`config.mk`:
```
export PLATFORM = sky130hd
export DESIGN_NAME = motor_feedback_unwrap_flat
export DESIGN_NICKNAME = d
export VERILOG_FILES = /design/src/rtl/core/mfu_pkg.sv /design/src/rtl/core/mfu_frame_if.sv /design/src/rtl/core/mfu_result_if.sv /design/src/rtl/core/motor_feedback_unwrap.sv /design/src/flat_wrapper.sv
export SDC_FILE = /design/constraint.sdc
export NUM_CORES = 1
export LEC_CHECK = 0
export BUFFER_PORTS_ARGS = -buffer_cell sky130_fd_sc_hd__clkbuf_2
export CELL_PAD_IN_SITES_DETAIL_PLACEMENT = 1
export CELL_PAD_IN_SITES_GLOBAL_PLACEMENT = 2
export CORE_ASPECT_RATIO = 2
export CORE_UTILIZATION = 35
export DETAILED_ROUTE_END_ITERATION = 8
export PLACE_DENSITY = 0.81
export SETUP_SLACK_MARGIN = 0.1
export SLEW_MARGIN = 10
export SYNTH_ARGS = -nofsm -noshare
export SYNTH_HDL_FRONTEND = slang
export SYNTH_SLANG_ARGS = --single-unit
```
`constraint.sdc`:
```
create_clock -name clk -period 10.2 [get_ports clk]
set_input_delay 0.51 -clock clk [delete_from_list [all_inputs] [get_ports clk]]
set_output_delay 0.51 -clock clk [all_outputs]
set_load 0.02 [all_outputs]
```
`src/rtl/core/mfu_pkg.sv`:
```
// Package for the motor feedback unwrap block: slot count, identifier base and
// wrap constants. No dependencies.
`timescale 1ns / 1ps

package mfu_pkg;

	localparam int MOTOR_SLOTS = 9;
	localparam int SLOT_W      = (MOTOR_SLOTS > 1) ? $clog2(MOTOR_SLOTS) : 1;

	localparam logic [10:0] SLOT_BASE = 11'h204;

	// Angle difference plus one wrap correction fits in 18 signed bits
	localparam int DIFF_W = 18;

	localparam logic signed [DIFF_W-1:0] WRAP_HI   = DIFF_W'(4095);
	localparam logic signed [DIFF_W-1:0] WRAP_LO   = -DIFF_W'(4095);
	localparam logic signed [DIFF_W-1:0] TURN_SPAN = DIFF_W'(8192);

endpackage

```
`src/rtl/core/mfu_frame_if.sv`:
```
// Valid/ready channel carrying one motor feedback frame.
// Depends on nothing.
`timescale 1ns / 1ps

interface mfu_frame_if;
	logic        valid;
	logic        ready;
	logic [10:0] frame_id;
	logic [7:0]  angle_high;
	logic [7:0]  angle_low;
	logic [7:0]  speed_high;
	logic [7:0]  speed_low;
	logic [7:0]  torque_high;
	logic [7:0]  torque_low;

	modport source (
		output valid, frame_id, angle_high, angle_low, speed_high, speed_low,
		       torque_high, torque_low,
		input  ready
	);
	modport sink (
		input  valid, frame_id, angle_high, angle_low, speed_high, speed_low,
		       torque_high, torque_low,
		output ready
	);
	modport monitor (
		input valid, ready, frame_id, angle_high, angle_low, speed_high, speed_low,
		      torque_high, torque_low
	);
endinterface

```
`src/rtl/core/mfu_result_if.sv`:
```
// Valid/ready channel carrying one unwrapped feedback result.
// Depends on nothing.
`timescale 1ns / 1ps

interface mfu_result_if;
	logic               valid;
	logic               ready;
	logic               slot_valid;
	logic [3:0]         slot_index;
	logic signed [13:0] angle_step;
	logic signed [31:0] turn_total;
	logic signed [15:0] speed_value;
	logic signed [15:0] torque_value;

	modport source (
		output valid, slot_valid, slot_index, angle_step, turn_total, speed_value,
		       torque_value,
		input  ready
	);
	modport sink (
		input  valid, slot_valid, slot_index, angle_step, turn_total, speed_value,
		       torque_value,
		output ready
	);
	modport monitor (
		input valid, ready, slot_valid, slot_index, angle_step, turn_total,
		      speed_value, torque_value
	);
endinterface

```
`src/rtl/core/motor_feedback_unwrap.sv`:
```
// Motor feedback unwrap: per-slot multi-turn angle accumulator.
// Depends on mfu_pkg, mfu_frame_if and mfu_result_if.
//
// Usage:
//   frame  : sink channel, one feedback frame per item (identifier and six
//            payload bytes). Identifiers 0x204 .. 0x204+MOTOR_SLOTS-1 select a
//            motor slot; any other identifier gives a result with slot_valid
//            low, all other fields zero, and leaves the state untouched.
//   result : source channel, exactly one item per accepted frame, in order.
//   Pipeline: a frame moves from the input register into the result register,
//            where result becomes valid. Throughput: one item per cycle while
//            result is not held, set by the single read-modify-write of the
//            slot's angle and turn registers, which is done as the item moves
//            from the input register to the result register.
//   Reset  : arst_n low clears both pipeline stages, every stored angle and
//            every turn total. A stored angle of zero means no previous
//            sample, so the next frame of that slot adds nothing.
//   Stall  : while result is held, the result register keeps its item and the
//            input register can still take one more frame; frame.ready drops
//            only when both are full.
`timescale 1ns / 1ps

module motor_feedback_unwrap (
	input  logic            clk,
	input  logic            arst_n,
	mfu_frame_if.sink       frame,
	mfu_result_if.source    result
);

	// Input stage
	logic        valid_s1;
	logic [10:0] frame_id_s1;
	logic [15:0] angle_s1;
	logic [15:0] speed_s1;
	logic [15:0] torque_s1;

	// Result stage
	logic               valid_s2;
	logic               slot_valid_s2;
	logic [3:0]         slot_index_s2;
	logic signed [13:0] angle_step_s2;
	logic signed [31:0] turn_total_s2;
	logic signed [15:0] speed_s2;
	logic signed [15:0] torque_s2;

	// Per-slot state
	logic [15:0] last_angle_q [mfu_pkg::MOTOR_SLOTS];
	logic [31:0] angle_sum_q  [mfu_pkg::MOTOR_SLOTS];

	logic                              advance;
	logic [10:0]                       offset;
	logic                              hit;
	logic [mfu_pkg::SLOT_W-1:0]        slot;
	logic [15:0]                       prev_angle;
	logic signed [mfu_pkg::DIFF_W-1:0] cur_ext;
	logic signed [mfu_pkg::DIFF_W-1:0] prev_ext;
	logic signed [mfu_pkg::DIFF_W-1:0] raw_diff;
	logic signed [mfu_pkg::DIFF_W-1:0] fix_hi;
	logic signed [mfu_pkg::DIFF_W-1:0] diff;
	logic [31:0]                       sum_next;

	assign advance     = !valid_s2 || result.ready;
	assign frame.ready = !valid_s1 || advance;

	always_comb begin
		offset     = frame_id_s1 - mfu_pkg::SLOT_BASE;
		hit        = (frame_id_s1 >= mfu_pkg::SLOT_BASE) &&
		             (offset < 11'(mfu_pkg::MOTOR_SLOTS));
		slot       = offset[mfu_pkg::SLOT_W-1:0];
		prev_angle = last_angle_q[slot];
		cur_ext    = {{(mfu_pkg::DIFF_W-16){angle_s1[15]}}, angle_s1};
		prev_ext   = {{(mfu_pkg::DIFF_W-16){prev_angle[15]}}, prev_angle};
		raw_diff   = cur_ext - prev_ext;
		// Corrections apply in order: the second sees the first's result
		fix_hi     = (raw_diff >= mfu_pkg::WRAP_HI) ? raw_diff - mfu_pkg::TURN_SPAN
		                                            : raw_diff;
		if (prev_angle == 16'd0) begin
			diff = '0;
		end else if (fix_hi <= mfu_pkg::WRAP_LO) begin
			diff = fix_hi + mfu_pkg::TURN_SPAN;
		end else begin
			diff = fix_hi;
		end
		sum_next = angle_sum_q[slot] + {{(32-mfu_pkg::DIFF_W){diff[mfu_pkg::DIFF_W-1]}}, diff};
	end

	// Control and per-slot state
	always_ff @(posedge clk or negedge arst_n) begin
		if (!arst_n) begin
			valid_s1 <= 1'b0;
			valid_s2 <= 1'b0;
			for (int i = 0; i < mfu_pkg::MOTOR_SLOTS; i++) begin
				last_angle_q[i] <= '0;
				angle_sum_q[i]  <= '0;
			end
		end else begin
			if (frame.ready) begin
				valid_s1 <= frame.valid;
			end
			if (advance) begin
				valid_s2 <= valid_s1;
			end
			// Update the slot as its item moves into the result register
			if (advance && valid_s1 && hit) begin
				last_angle_q[slot] <= angle_s1;
				angle_sum_q[slot]  <= sum_next;
			end
		end
	end

	// Payload
	always_ff @(posedge clk) begin
		if (frame.ready && frame.valid) begin
			frame_id_s1 <= frame.frame_id;
			angle_s1    <= {frame.angle_high, frame.angle_low};
			speed_s1    <= {frame.speed_high, frame.speed_low};
			torque_s1   <= {frame.torque_high, frame.torque_low};
		end
		if (advance && valid_s1) begin
			slot_valid_s2 <= hit;
			if (hit) begin
				slot_index_s2 <= 4'(slot);
				angle_step_s2 <= diff[13:0];
				turn_total_s2 <= sum_next;
				speed_s2      <= speed_s1;
				torque_s2     <= torque_s1;
			end else begin
				slot_index_s2 <= '0;
				angle_step_s2 <= '0;
				turn_total_s2 <= '0;
				speed_s2      <= '0;
				torque_s2     <= '0;
			end
		end
	end

	assign result.valid        = valid_s2;
	assign result.slot_valid   = slot_valid_s2;
	assign result.slot_index   = slot_index_s2;
	assign result.angle_step   = angle_step_s2;
	assign result.turn_total   = turn_total_s2;
	assign result.speed_value  = speed_s2;
	assign result.torque_value = torque_s2;

endmodule

```
`src/flat_wrapper.sv`:
```
// flat-port wrapper written by rule: the top's interface ports become plain ports
module motor_feedback_unwrap_flat 
  (clk, arst_n, frame_valid, frame_frame_id, frame_angle_high, frame_angle_low, frame_speed_high, frame_speed_low, frame_torque_high, frame_torque_low, frame_ready, result_valid, result_slot_valid, result_slot_index, result_angle_step, result_turn_total, result_speed_value, result_torque_value, result_ready);
  mfu_frame_if frame_i ();
  mfu_result_if result_i ();
  input  logic clk;
  input  logic arst_n;
  input wire logic [$bits(frame_i.valid)-1:0] frame_valid;
  input wire logic [$bits(frame_i.frame_id)-1:0] frame_frame_id;
  input wire logic [$bits(frame_i.angle_high)-1:0] frame_angle_high;
  input wire logic [$bits(frame_i.angle_low)-1:0] frame_angle_low;
  input wire logic [$bits(frame_i.speed_high)-1:0] frame_speed_high;
  input wire logic [$bits(frame_i.speed_low)-1:0] frame_speed_low;
  input wire logic [$bits(frame_i.torque_high)-1:0] frame_torque_high;
  input wire logic [$bits(frame_i.torque_low)-1:0] frame_torque_low;
  output wire logic [$bits(frame_i.ready)-1:0] frame_ready;
  output wire logic [$bits(result_i.valid)-1:0] result_valid;
  output wire logic [$bits(result_i.slot_valid)-1:0] result_slot_valid;
  output wire logic [$bits(result_i.slot_index)-1:0] result_slot_index;
  output wire logic [$bits(result_i.angle_step)-1:0] result_angle_step;
  output wire logic [$bits(result_i.turn_total)-1:0] result_turn_total;
  output wire logic [$bits(result_i.speed_value)-1:0] result_speed_value;
  output wire logic [$bits(result_i.torque_value)-1:0] result_torque_value;
  input wire logic [$bits(result_i.ready)-1:0] result_ready;
  assign frame_i.valid = frame_valid;
  assign frame_i.frame_id = frame_frame_id;
  assign frame_i.angle_high = frame_angle_high;
  assign frame_i.angle_low = frame_angle_low;
  assign frame_i.speed_high = frame_speed_high;
  assign frame_i.speed_low = frame_speed_low;
  assign frame_i.torque_high = frame_torque_high;
  assign frame_i.torque_low = frame_torque_low;
  assign frame_ready = frame_i.ready;
  assign result_valid = result_i.valid;
  assign result_slot_valid = result_i.slot_valid;
  assign result_slot_index = result_i.slot_index;
  assign result_angle_step = result_i.angle_step;
  assign result_turn_total = result_i.turn_total;
  assign result_speed_value = result_i.speed_value;
  assign result_torque_value = result_i.torque_value;
  assign result_i.ready = result_ready;
  motor_feedback_unwrap u_core (.clk(clk), .arst_n(arst_n), .frame(frame_i), .result(result_i));
endmodule
```
### Yosys cells after proc, flatten, opt, wreduce, memory -nomap -nowiden

Index checks and enable logic that the tools add are counted.

* flip-flop bits (word level): 576
* input bits: 63
* logic and storage cells: 67

* add/sub/neg operators: 5
* order comparisons: 6
* muxes and demuxes: 15
* bitwise logic cells: 1
* reduce and logical (&&, ||, !) cells: 10

Operator list (number)
* bitwise mux 288 bit: 1
* bitwise mux 144 bit: 1
* binary-select mux 32 bit (select 4 bit): 1
* demux 32 bit (select 4 bit): 1
* 2-to-1 mux 32 bit: 3
* binary-select mux 16 bit (select 4 bit): 1
* demux 16 bit (select 4 bit): 1
* 2-to-1 mux 18 bit: 3
* 2-to-1 mux 16 bit: 3
* adder 32 bit: 1
* adder 18 x 15 -> 18 bit (second input constant): 1
* >= comparator 18 x 13 -> 1 bit (second input constant): 1
* less-or-equal comparator 18 x 13 -> 1 bit (second input constant): 1
* subtractor 18 x 15 -> 18 bit (second input constant): 1
* subtractor 16 x 16 -> 17 bit: 1
* logical NOT 16 bit: 1
* >= comparator 11 x 10 -> 1 bit (second input constant): 1
* < comparator 11 x 4 -> 1 bit (second input constant): 1
* subtractor 11 x 10 -> 11 bit (second input constant): 1
* >= comparator 5 bit (second input constant): 1
* logical AND 1 bit: 5
* < comparator 5 x 1 -> 1 bit (second input constant): 1
* inverter 4 -> 5 bit: 1
* logical NOT 1 bit: 2
* logical OR 1 bit: 2

### Logic depth before layout (Yosys ltp)

Gate-level depths: netlist (run 1).

* depth after elaboration: 13
* mapped depth: 36

### Worst setup path after synthesis (run 1)

OpenSTA, ideal clock, no wires.

* path type: register -> register
* start point: reg u_core.frame_id_s1[2]
* end point: reg u_core.turn_total_s2[29] (netlist: u_core.result.turn_total[29]), data pin
* arrival: 8079 ps
* required time: 9930 ps
* slack: 1852 ps
* stages on the path, launching flop included: 35
* path buffers: 7
* clock period less this slack: 8348 ps
* path through: edfxtp_1 -> inv_1 -> clkbuf_1 -> clkbuf_1 -> clkbuf_1 -> ha_1 -> clkbuf_1 -> buf_1 -> buf_1 -> nand3_1 -> o21a_1 -> fa_1 -> a211oi_1 -> o211ai_1 -> a41oi_1 -> a21oi_1 -> xnor2_1 -> o31ai_2 -> o41ai_1 -> xnor2_1 -> ha_1 -> inv_1 -> o31a_2 -> ha_1 -> clkbuf_1 -> a21o_1 -> a21o_1 -> a21o_1 -> a21o_1 -> a21o_1 -> a21oi_1 -> nand2_1 -> a21oi_1 -> xor2_1 -> nor2_1

* longest elaborated chain between the ends: 12
* elaborated cells between the ends (all ways): 21
* classes of those cells: add/sub (5); order compare (4); mux (9); bitwise (1); reduce/logical (2)

RTL lines
* start: declaration: RTL line motor_feedback_unwrap.sv:32 `logic [10:0] frame_id_s1;`
* start signal: assignment: RTL line motor_feedback_unwrap.sv:114 `frame_id_s1 <= frame.frame_id;`
* subtractor 11 x 10 -> 11 bit *: RTL line motor_feedback_unwrap.sv:66 `offset = frame_id_s1 - mfu_pkg::SLOT_BASE;`
* via u_core.offset[2]: RTL line motor_feedback_unwrap.sv:51 `logic [10:0] offset;`
* inverter 4 -> 5 bit (not written as such): RTL line motor_feedback_unwrap.sv:70, motor_feedback_unwrap.sv:84
* binary-select mux 16 bit (select 4 bit): RTL line motor_feedback_unwrap.sv:70 `prev_angle = last_angle_q[slot];`
* 2-to-1 mux 16 bit (not written as such) (2 in a row): RTL line motor_feedback_unwrap.sv:70
* subtractor 16 x 16 -> 17 bit: RTL line motor_feedback_unwrap.sv:73 `raw_diff = cur_ext - prev_ext;`
* subtractor 18 x 15 -> 18 bit or >= comparator 18 x 13 -> 1 bit (tied branches): RTL line motor_feedback_unwrap.sv:75 `fix_hi = (raw_diff >= mfu_pkg::WRAP_HI) ? raw_diff - mfu_pkg::TURN_SPAN`
* 2-to-1 mux 18 bit: RTL line motor_feedback_unwrap.sv:75
* adder 18 x 15 -> 18 bit or less-or-equal comparator 18 x 13 -> 1 bit (tied branches): RTL line motor_feedback_unwrap.sv:80, motor_feedback_unwrap.sv:79
* 2-to-1 mux 18 bit: RTL line motor_feedback_unwrap.sv:79 `end else if (fix_hi <= mfu_pkg::WRAP_LO) begin`
* 2-to-1 mux 18 bit: RTL line motor_feedback_unwrap.sv:77 `if (prev_angle == 16'd0) begin`
* adder 32 bit: RTL line motor_feedback_unwrap.sv:84 `sum_next = angle_sum_q[slot] + {{(32-mfu_pkg::DIFF_W){diff[mfu_pkg::DIFF_W-1]}}, diff};`
* end signal: assignment: RTL line motor_feedback_unwrap.sv:124 `turn_total_s2 <= sum_next;`
* end: declaration: RTL line motor_feedback_unwrap.sv:42 `logic signed [31:0] turn_total_s2;`

Mark *: on every way through the listed nets, which the timed path passes. The rest lies on a longest branch. The select of a mux whose other input is x is not followed.
A chain may end at the register's enable or synchronous reset.

### Worst setup path in the final report (run 1)

* start point: reg u_core.frame_id_s1[2]
* end point: reg u_core.angle_sum_q[221] in the netlist's numbering

* longest elaborated chain between the ends: 13
* elaborated cells between the ends (all ways): 28
* classes of those cells: add/sub (5); order compare (6); mux (12); bitwise (1); reduce/logical (4)

RTL lines
* subtractor 11 x 10 -> 11 bit: RTL line motor_feedback_unwrap.sv:66
* inverter 4 -> 5 bit (not written as such): RTL line motor_feedback_unwrap.sv:70, motor_feedback_unwrap.sv:84, motor_feedback_unwrap.sv:106
* binary-select mux 16 bit (select 4 bit): RTL line motor_feedback_unwrap.sv:70
* 2-to-1 mux 16 bit (not written as such) (2 in a row): RTL line motor_feedback_unwrap.sv:70
* subtractor 16 x 16 -> 17 bit: RTL line motor_feedback_unwrap.sv:73
* subtractor 18 x 15 -> 18 bit or >= comparator 18 x 13 -> 1 bit (tied branches): RTL line motor_feedback_unwrap.sv:75
* 2-to-1 mux 18 bit: RTL line motor_feedback_unwrap.sv:75
* adder 18 x 15 -> 18 bit or less-or-equal comparator 18 x 13 -> 1 bit (tied branches): RTL line motor_feedback_unwrap.sv:80, motor_feedback_unwrap.sv:79
* 2-to-1 mux 18 bit: RTL line motor_feedback_unwrap.sv:79
* 2-to-1 mux 18 bit: RTL line motor_feedback_unwrap.sv:77
* adder 32 bit: RTL line motor_feedback_unwrap.sv:84
* bitwise mux 288 bit: RTL line motor_feedback_unwrap.sv:106 `angle_sum_q[slot] <= sum_next;`
* end signal: indexed assignment: RTL line motor_feedback_unwrap.sv:106
* end: declaration: RTL line motor_feedback_unwrap.sv:48 `logic [31:0] angle_sum_q [mfu_pkg::MOTOR_SLOTS];`

Several ways; a longest one is shown, not always the timed one. The select of a mux whose other input is x is not followed.

==> qor.yml, run 1 <==
status:
  status: "finished clean"
floorplan:
  dieArea_mm2: 0.0775
  row_count: 142
  pin_count: 148
  die_w_um: 197
  start_util_pct: 35.5
  design.core.area_mm2: 0.0752
  die_y_um: 393
yosys:
  seq_area_frac_synth_pct: 56.6
  synth-seq-cells: 576
  synth_warnings: 0
  postSynthCellCount: 2591
  synth_nets: 2712
  synth_flop_cell: "dfrtp_1"
  synth-edff-count: 142
  postSynthAreaPerCell_um2: 10.3
  synth_cell_type_count: 67
  postSynth.asyncResetShare_pct: 75.3
  syn_area_mm2: 0.0267
clocking:
  cts.path.max_buffers: 3
  tritoncts: "built"
  cts_setup_buffers: 0
  cts.sinks: 576
  worstSkewPairLatency_ns: 0.62
  cts-root-buf: "clkbuf_16"
  numCtsBuffers: 53
  htreeDepth: 2
  clk_pin_slew_ns: 0.07
  post_cts_resized: 0
cells_and_area:
  final_nets: 2787
  layout_common_cells: "814 x nand2_1, 434 x dfrtp_1, 320 x o21ai_0"
  layout-drive-gt1-share_pct: 15.4
  area_growth_pct: 13.9
  antenna_cells: 0
  instances_no_fill: 3718
  utilization_pct: 40.4
  layout_commonest_cell: "nand2_1"
sta:
  finalHoldViolCount: 0
  min_period_ns: 9.14
  finalMaxSlewViolations: 0
  worst_pin_slew_ns: 1.27
  skew_ns: 0.0245
  fmax_mhz: 109
  fin_setup_tns_ns: 0
  slew-limit-headroom_pct: 15.2
  finalCritPeriodShare_pct: 89.7
  finalSetupViolCount: 0
  rsz0062_at_grt: "no"
drt:
  routed_wl_um: 83900
  via_count: 19700
  dr.first_iter.drc_count: 1220
  ant_nets: 0
  via_per_inst: 5.31
  drc_errors: 0
  firstDrtPassIters: 5
  wl_per_cell_um: 22.6
worst_setup_path:
  cp_data_arrival_time_ns: 9.58
  worst_setup_path_start_kind: "flop"
  required_ns: 10.64
  max_stage_delay_ns: 0.86
  crit_fanout: 77
  endpoint_kind: "flop"
  cpMaxStageDelayCell: "ha_4"
  cpMostUsedCell: "a21o_1"
  critPathKind: "reg2reg"
placed_design:
  routabilityCongestion: 0.890
  io_buffer_count: 147
  dp_hpwl_um: 55500
  place_inst: 3618
global_route:
  grt_pass1_wl_um: 131000
  grt_max_degree: 175
  gr-usage-all-layers_pct: 22.3
  grt_pass1_vias: 21900
  antenna_found_initial: 0
  grt-ovfl-total: 0
power_and_ir_drop:
  vdd_drop_max_mv: 0.149
  powerDensity_mw_per_mm2: 167
  leakage_nw: 13.7
worst_hold_path:
  hold_class: "in2reg"
job:
  drv_cap: 0
-- through the flow --
stage / total power, mW / setup slack, ns / instance area, um2 / hold slack, ns
after floorplan: 2.76 / 1.85 / 26700 / 0.214
after global placement: 2.97 / 1.35 / 28500 / 0.441
after detailed placement: 2.98 / 1.05 / 28500 / 0.452
after CTS: 5.15 / 0.979 / 30400 / 0.0223
after global routing: 5.26 / 0.360 / 30400 / 0.0335
final: 5.09 / 1.06 / 30400 / 0.0692
-- critical path, delay by kind of cell, from the launching register on --
family          cells  cell delay (ns)
flops               1             0.33
simple gates        1             0.08
compound gates     17             4.57
buf+inv             4             0.41
fa+ha+maj           5             2.17
xor+xnor            3             1.39
-- synthesized netlist by cell type (9+ instances only) --
| master | n | area (um2) |
|---|---|---|
| nand2_1 | 820 | 3080 |
| dfrtp_1 | 434 | 10900 |
| o21ai_0 | 320 | 1600 |
| edfxtp_1 | 142 | 4260 |
| clkbuf_1 | 138 | 518 |
| nor2_1 | 129 | 484 |
| mux4_2 | 96 | 2160 |
| a21oi_1 | 87 | 435 |
| ha_1 | 56 | 701 |
| and2_1 | 48 | 300 |
| nand3_1 | 30 | 150 |
| a21o_1 | 25 | 188 |
| xor2_1 | 25 | 219 |
| xnor2_1 | 24 | 210 |
| buf_1 | 23 | 86.3 |
| inv_1 | 22 | 82.6 |
| o21a_1 | 17 | 128 |
| nand2b_1 | 14 | 87.6 |
| nor4b_1 | 13 | 114 |
| mux2_2 | 11 | 124 |
| nor2b_1 | 9 | 56.3 |
-- flip-flops by register name (all words and copies together), names as in the netlist --
register / cells
u_core.angle_sum_q: 288
u_core.result.speed_value: 16
u_core.valid_s1: 1
u_core.frame_id_s1: 11
u_core.result.slot_index: 4
u_core.result.torque_value: 16
u_core.result.angle_step: 14
u_core.torque_s1: 16
u_core.speed_s1: 16
u_core.result.valid: 1
u_core.last_angle_q: 144
u_core.angle_s1: 16
u_core.result.slot_valid: 1
u_core.result.turn_total: 32
-- kinds of logic after synthesis --
group                      Yosys count  share of synthesized area (%)
xor gates and xnor gates            51                           1.73
AOI/OAI and AO/OA                  508                           10.6
DFF                                576                           56.6
and+or+nand+nor                   1097                           16.8
muxes                              109                           8.64
adders and majority gates           58                           2.77
buffers and inverters              192                           2.77
-- routing by layer --
| metal | share of wire, % | GRT usage (%) | routed length (um) | vias up |
|---|---|---|---|---|
| met1 | 39 | 25.3 | 32400 | 10200 |
| met2 | 55 | 42.5 | 45900 | 385 |
| met4 | 3.6 | 8.43 | 3000 | 0 |
| li1 | - | - | - | 8998 |
| met5 | 0 | 0 | 0 | - |
| met3 | 3.1 | 2.33 | 2570 | 149 |
-- final timing paths --
kind	from	endpoint	slack, ns	cells after the start
worst min-delay path	frame_torque_low[0]	u_core.torque_s1[0]$_DFFE_PP_	0.07	1
worst min register to register	u_core.last_angle_q[62]$_DFFE_PN0P_	u_core.last_angle_q[62]$_DFFE_PN0P_	0.47	2
worst max-delay path	u_core.frame_id_s1[2]$_DFFE_PP_	u_core.angle_sum_q[221]$_DFFE_PN0P_	1.06	30
min in group asynchronous	arst_n	u_core.angle_sum_q[152]$_DFFE_PN0P_	0.53	2
max in group asynchronous	arst_n	u_core.last_angle_q[96]$_DFFE_PN0P_	8.02	3
worst max register to register	u_core.frame_id_s1[2]$_DFFE_PP_	u_core.angle_sum_q[221]$_DFFE_PN0P_	1.06	30
-- power breakdown --
part	internal, mW	total [mW]	switching [mW]
registers	2.41	2.44	0.0326
clock network	1.23	2.16	0.924
logic	0.130	0.490	0.360
-- layout make-up --
cell class	count	area (um2)
clock buffer	70	1560
clock inverter	29	330
fill	8349	44800
inverter	23	88.8
multi-input combinational	1823	10900
sequential	576	15100
tap	1008	1260
timing repair buffer	189	1110
-- repair_timing --
item / 4_1_cts / 5_1_grt
hold buffers: 1 / 0
endpoints found under the setup margin: 0 / 0
endpoints found under the hold margin: 1 / 0
Power figures use the tool's default switching activity.
==> inputs of run 2 (changes only) <==
--- a/config.mk
+++ b/config.mk
@@ -11,6 +11,7 @@
 export CORE_ASPECT_RATIO = 2
 export CORE_UTILIZATION = 35
 export DETAILED_ROUTE_END_ITERATION = 8
+export MAX_ROUTING_LAYER = met4
 export PLACE_DENSITY = 0.81
 export SETUP_SLACK_MARGIN = 0.1
 export SLEW_MARGIN = 10
==> run 2 against run 1 <==
  * Critical path depth is 1 higher
  * Fmax is 2.1% higher
  * Count of clock-buffer cells in the layout stayed put
  * Hold slack worse by 0.024 ns
  * First-iteration DRC count is 9.9% lower
  * Worst setup slack better by 0.19 ns
  * Non-clock buffer count is 4 higher
  * Critical path type unchanged
  * Critical endpoint is now u_core.result.turn_total[31]$_SDFFCE_PN0P_
  * Largest cell class unchanged
==> qor.yml, run 2 (synthesis gave the netlist of run 1 again) <==
cells_and_area:
  largest_reg_flops: 288  # unchanged
  final_nets: 2791  # was 2787
  antenna_cells: 0  # unchanged
  layout-drive-gt1-share_pct: 15.4  # about the same
  area_growth_pct: 13.7  # was 13.9%
  regMostFlops: "u_core.angle_sum_q"  # unchanged
  layout_commonest_cell: "nand2_1"  # unchanged
  instances_no_fill: 3722  # was 3718
  layout_common_cells: "814 x nand2_1, 434 x dfrtp_1, 320 x o21ai_0"  # unchanged
  postLayoutCellArea_mm2: 0.0304  # about the same
sta:
  rsz0062_at_grt: "no"  # unchanged
  worst_pin_slew_ns: 1.25  # was 1.27 ns
  finalHoldViolCount: 0  # unchanged
  skew_ns: 0.0423  # was 0.0245 ns
  fin_setup_tns_ns: 0  # unchanged
  slew-limit-headroom_pct: 16.4  # was 15.2%
  min_period_ns: 8.95  # was 9.14 ns
  fmax_mhz: 112  # was 109 MHz
  finalSetupViolCount: 0  # unchanged
  hold_ws_ns: 0.0447  # was 0.0692 ns
  finalCritPeriodShare_pct: 87.8  # was 89.7%
  finalMaxSlewViolations: 0  # unchanged
clocking:
  htreeDepth: 2  # unchanged
  tritoncts: "built"  # unchanged
  numCtsBuffers: 53  # unchanged
  cts_setup_buffers: 0  # unchanged
  cts.sinks: 576  # unchanged
  cts.path.max_buffers: 3  # unchanged
  worstSkewPairLatency_ns: 0.63  # was 0.62 ns
  post_cts_resized: 0  # unchanged
  cts-root-buf: "clkbuf_16"  # unchanged
  holdBufCountCts: 0  # was 1
  clk_pin_slew_ns: 0.07  # about the same
worst_setup_path:
  cpMostUsedCell: "a21oi_1"  # was a21o_1
  worst_setup_path_start_kind: "flop"  # unchanged
  cp_data_arrival_time_ns: 9.33  # was 9.58 ns
  crit_buf_inv: 4  # unchanged
  endpoint_kind: "flop"  # unchanged
  cpMaxStageDelayCell: "edfxtp_1"  # was ha_4
  required_ns: 10.58  # was 10.64 ns
  max_stage_delay_ns: 1.07  # was 0.86 ns
  crit_family: "compound AO/OA/AOI/OAI gates"  # unchanged
  crit_fanout: 21  # was 77
  critPathKind: "reg2reg"  # unchanged
floorplan:
  pin_count: 148  # unchanged
  start_util_pct: 35.5  # unchanged
  design.core.area_mm2: 0.0752  # unchanged
  dieArea_mm2: 0.0775  # unchanged
  die_w_um: 197  # unchanged
  row_count: 142  # unchanged
  die_y_um: 393  # unchanged
placed_design:
  routabilityCongestion: 0.939  # was 0.890
  io_buffer_count: 147  # unchanged
  dp_hpwl_um: 56000  # was 55500 um
  placed_cell_area_mm2: 0.0285  # about the same
  place_inst: 3623  # was 3618
drt:
  dr.first_iter.drc_count: 1099  # was 1220
  via_count: 19600  # was 19700
  ant_nets: 0  # unchanged
  routed_wl_um: 83900  # about the same
  via_per_inst: 5.26  # was 5.31
  firstDrtPassIters: 5  # unchanged
  drc_errors: 0  # unchanged
  wl_per_cell_um: 22.5  # was 22.6 um
power_and_ir_drop:
  p_total_mw: 5.06  # was 5.09 mW
  vdd_drop_max_mv: 0.129  # was 0.149 mV
  powerDensity_mw_per_mm2: 167  # about the same
  leakage_nw: 13.7  # about the same
status:
  status: "finished clean"  # unchanged
job:
  drv_cap: 0  # unchanged
global_route:
  grt_pass1_wl_um: 130000  # was 131000 um
  grt_pass1_vias: 21800  # was 21900
  grt-ovfl-total: 0  # unchanged
  antenna_found_initial: 2  # was 0
  gr-usage-all-layers_pct: 23.0  # was 22.3%
  grt_max_degree: 135  # was 175
worst_hold_path:
  hold_class: "in2async"  # was in2reg
-- run 2: cell count changes in the layout (fill, tap and decap cells not counted), sizes merged --
cell         delta
inv             -2
clkinvlp        -1
buf             +5
clkinv          +3
dlygate4sd3     -1
-- run 2: power breakdown --
part           internal [mW]  switching (mW)  total (mW)  leakage (nW)
clock network           1.19           0.931        2.13         0.913
registers               2.41          0.0325        2.44          7.46
logic                  0.130           0.356       0.486          5.29
-- run 2: layout make-up --
type | instances | area (um2)
timing repair buffer | 193 | 1120
clock buffer | 70 | 1500
clock inverter | 29 | 334
multi-input combinational | 1823 | 10900
inverter | 23 | 88.8
fill | 8289 | 44800
tap | 1008 | 1260
sequential | 576 | 15100
-- run 2: per-stage QoR --
| step | utilization (%) | worst slack [ns] |
|---|---|---|
| after floorplan | - | 1.85 |
| after global placement | 37.9 | 1.58 |
| after detailed placement | 37.9 | 1.36 |
| after CTS | 40.4 | 1.31 |
| after global routing | 40.4 | 0.584 |
| final | 40.4 | 1.25 |
-- run 2: routing by layer --
layer	track usage, %	routed length (um)
met1	24.4	31600
met2	43.0	46500
met3	1.97	2070
met4	9.87	3720
met5	-	0
-- run 2: worst reg2reg max path, delay by kind of cell, from the launching register on --
family	cells	cell delay [ns]
buffers and inverters	4	0.98
XOR/XNOR	1	0.30
AND/OR/NAND/NOR	6	1.21
adder cells (fa/ha/maj)	3	0.88
flip-flops	1	1.07
multiplexers	1	0.31
AO/OA/AOI/OAI	16	3.96
-- run 2: final timing paths --
| kind | start | to | slack [ns] | cells past startpoint |
|---|---|---|---|---|
| worst max-delay path | u_core.frame_id_s1[1]$_DFFE_PP_ | u_core.result.turn_total[31]$_SDFFCE_PN0P_ | 1.25 | 31 |
| worst min-delay path | arst_n | u_core.angle_sum_q[55]$_DFFE_PN0P_ | 0.04 | 1 |
| worst max register to register | u_core.frame_id_s1[1]$_DFFE_PP_ | u_core.result.turn_total[31]$_SDFFCE_PN0P_ | 1.25 | 31 |
| worst min register to register | u_core.last_angle_q[134]$_DFFE_PN0P_ | u_core.last_angle_q[134]$_DFFE_PN0P_ | 0.46 | 2 |
| max in group asynchronous | arst_n | u_core.angle_sum_q[168]$_DFFE_PN0P_ | 7.82 | 3 |
| min in group clk | frame_speed_high[0] | u_core.speed_s1[8]$_DFFE_PP_ | 0.05 | 1 |
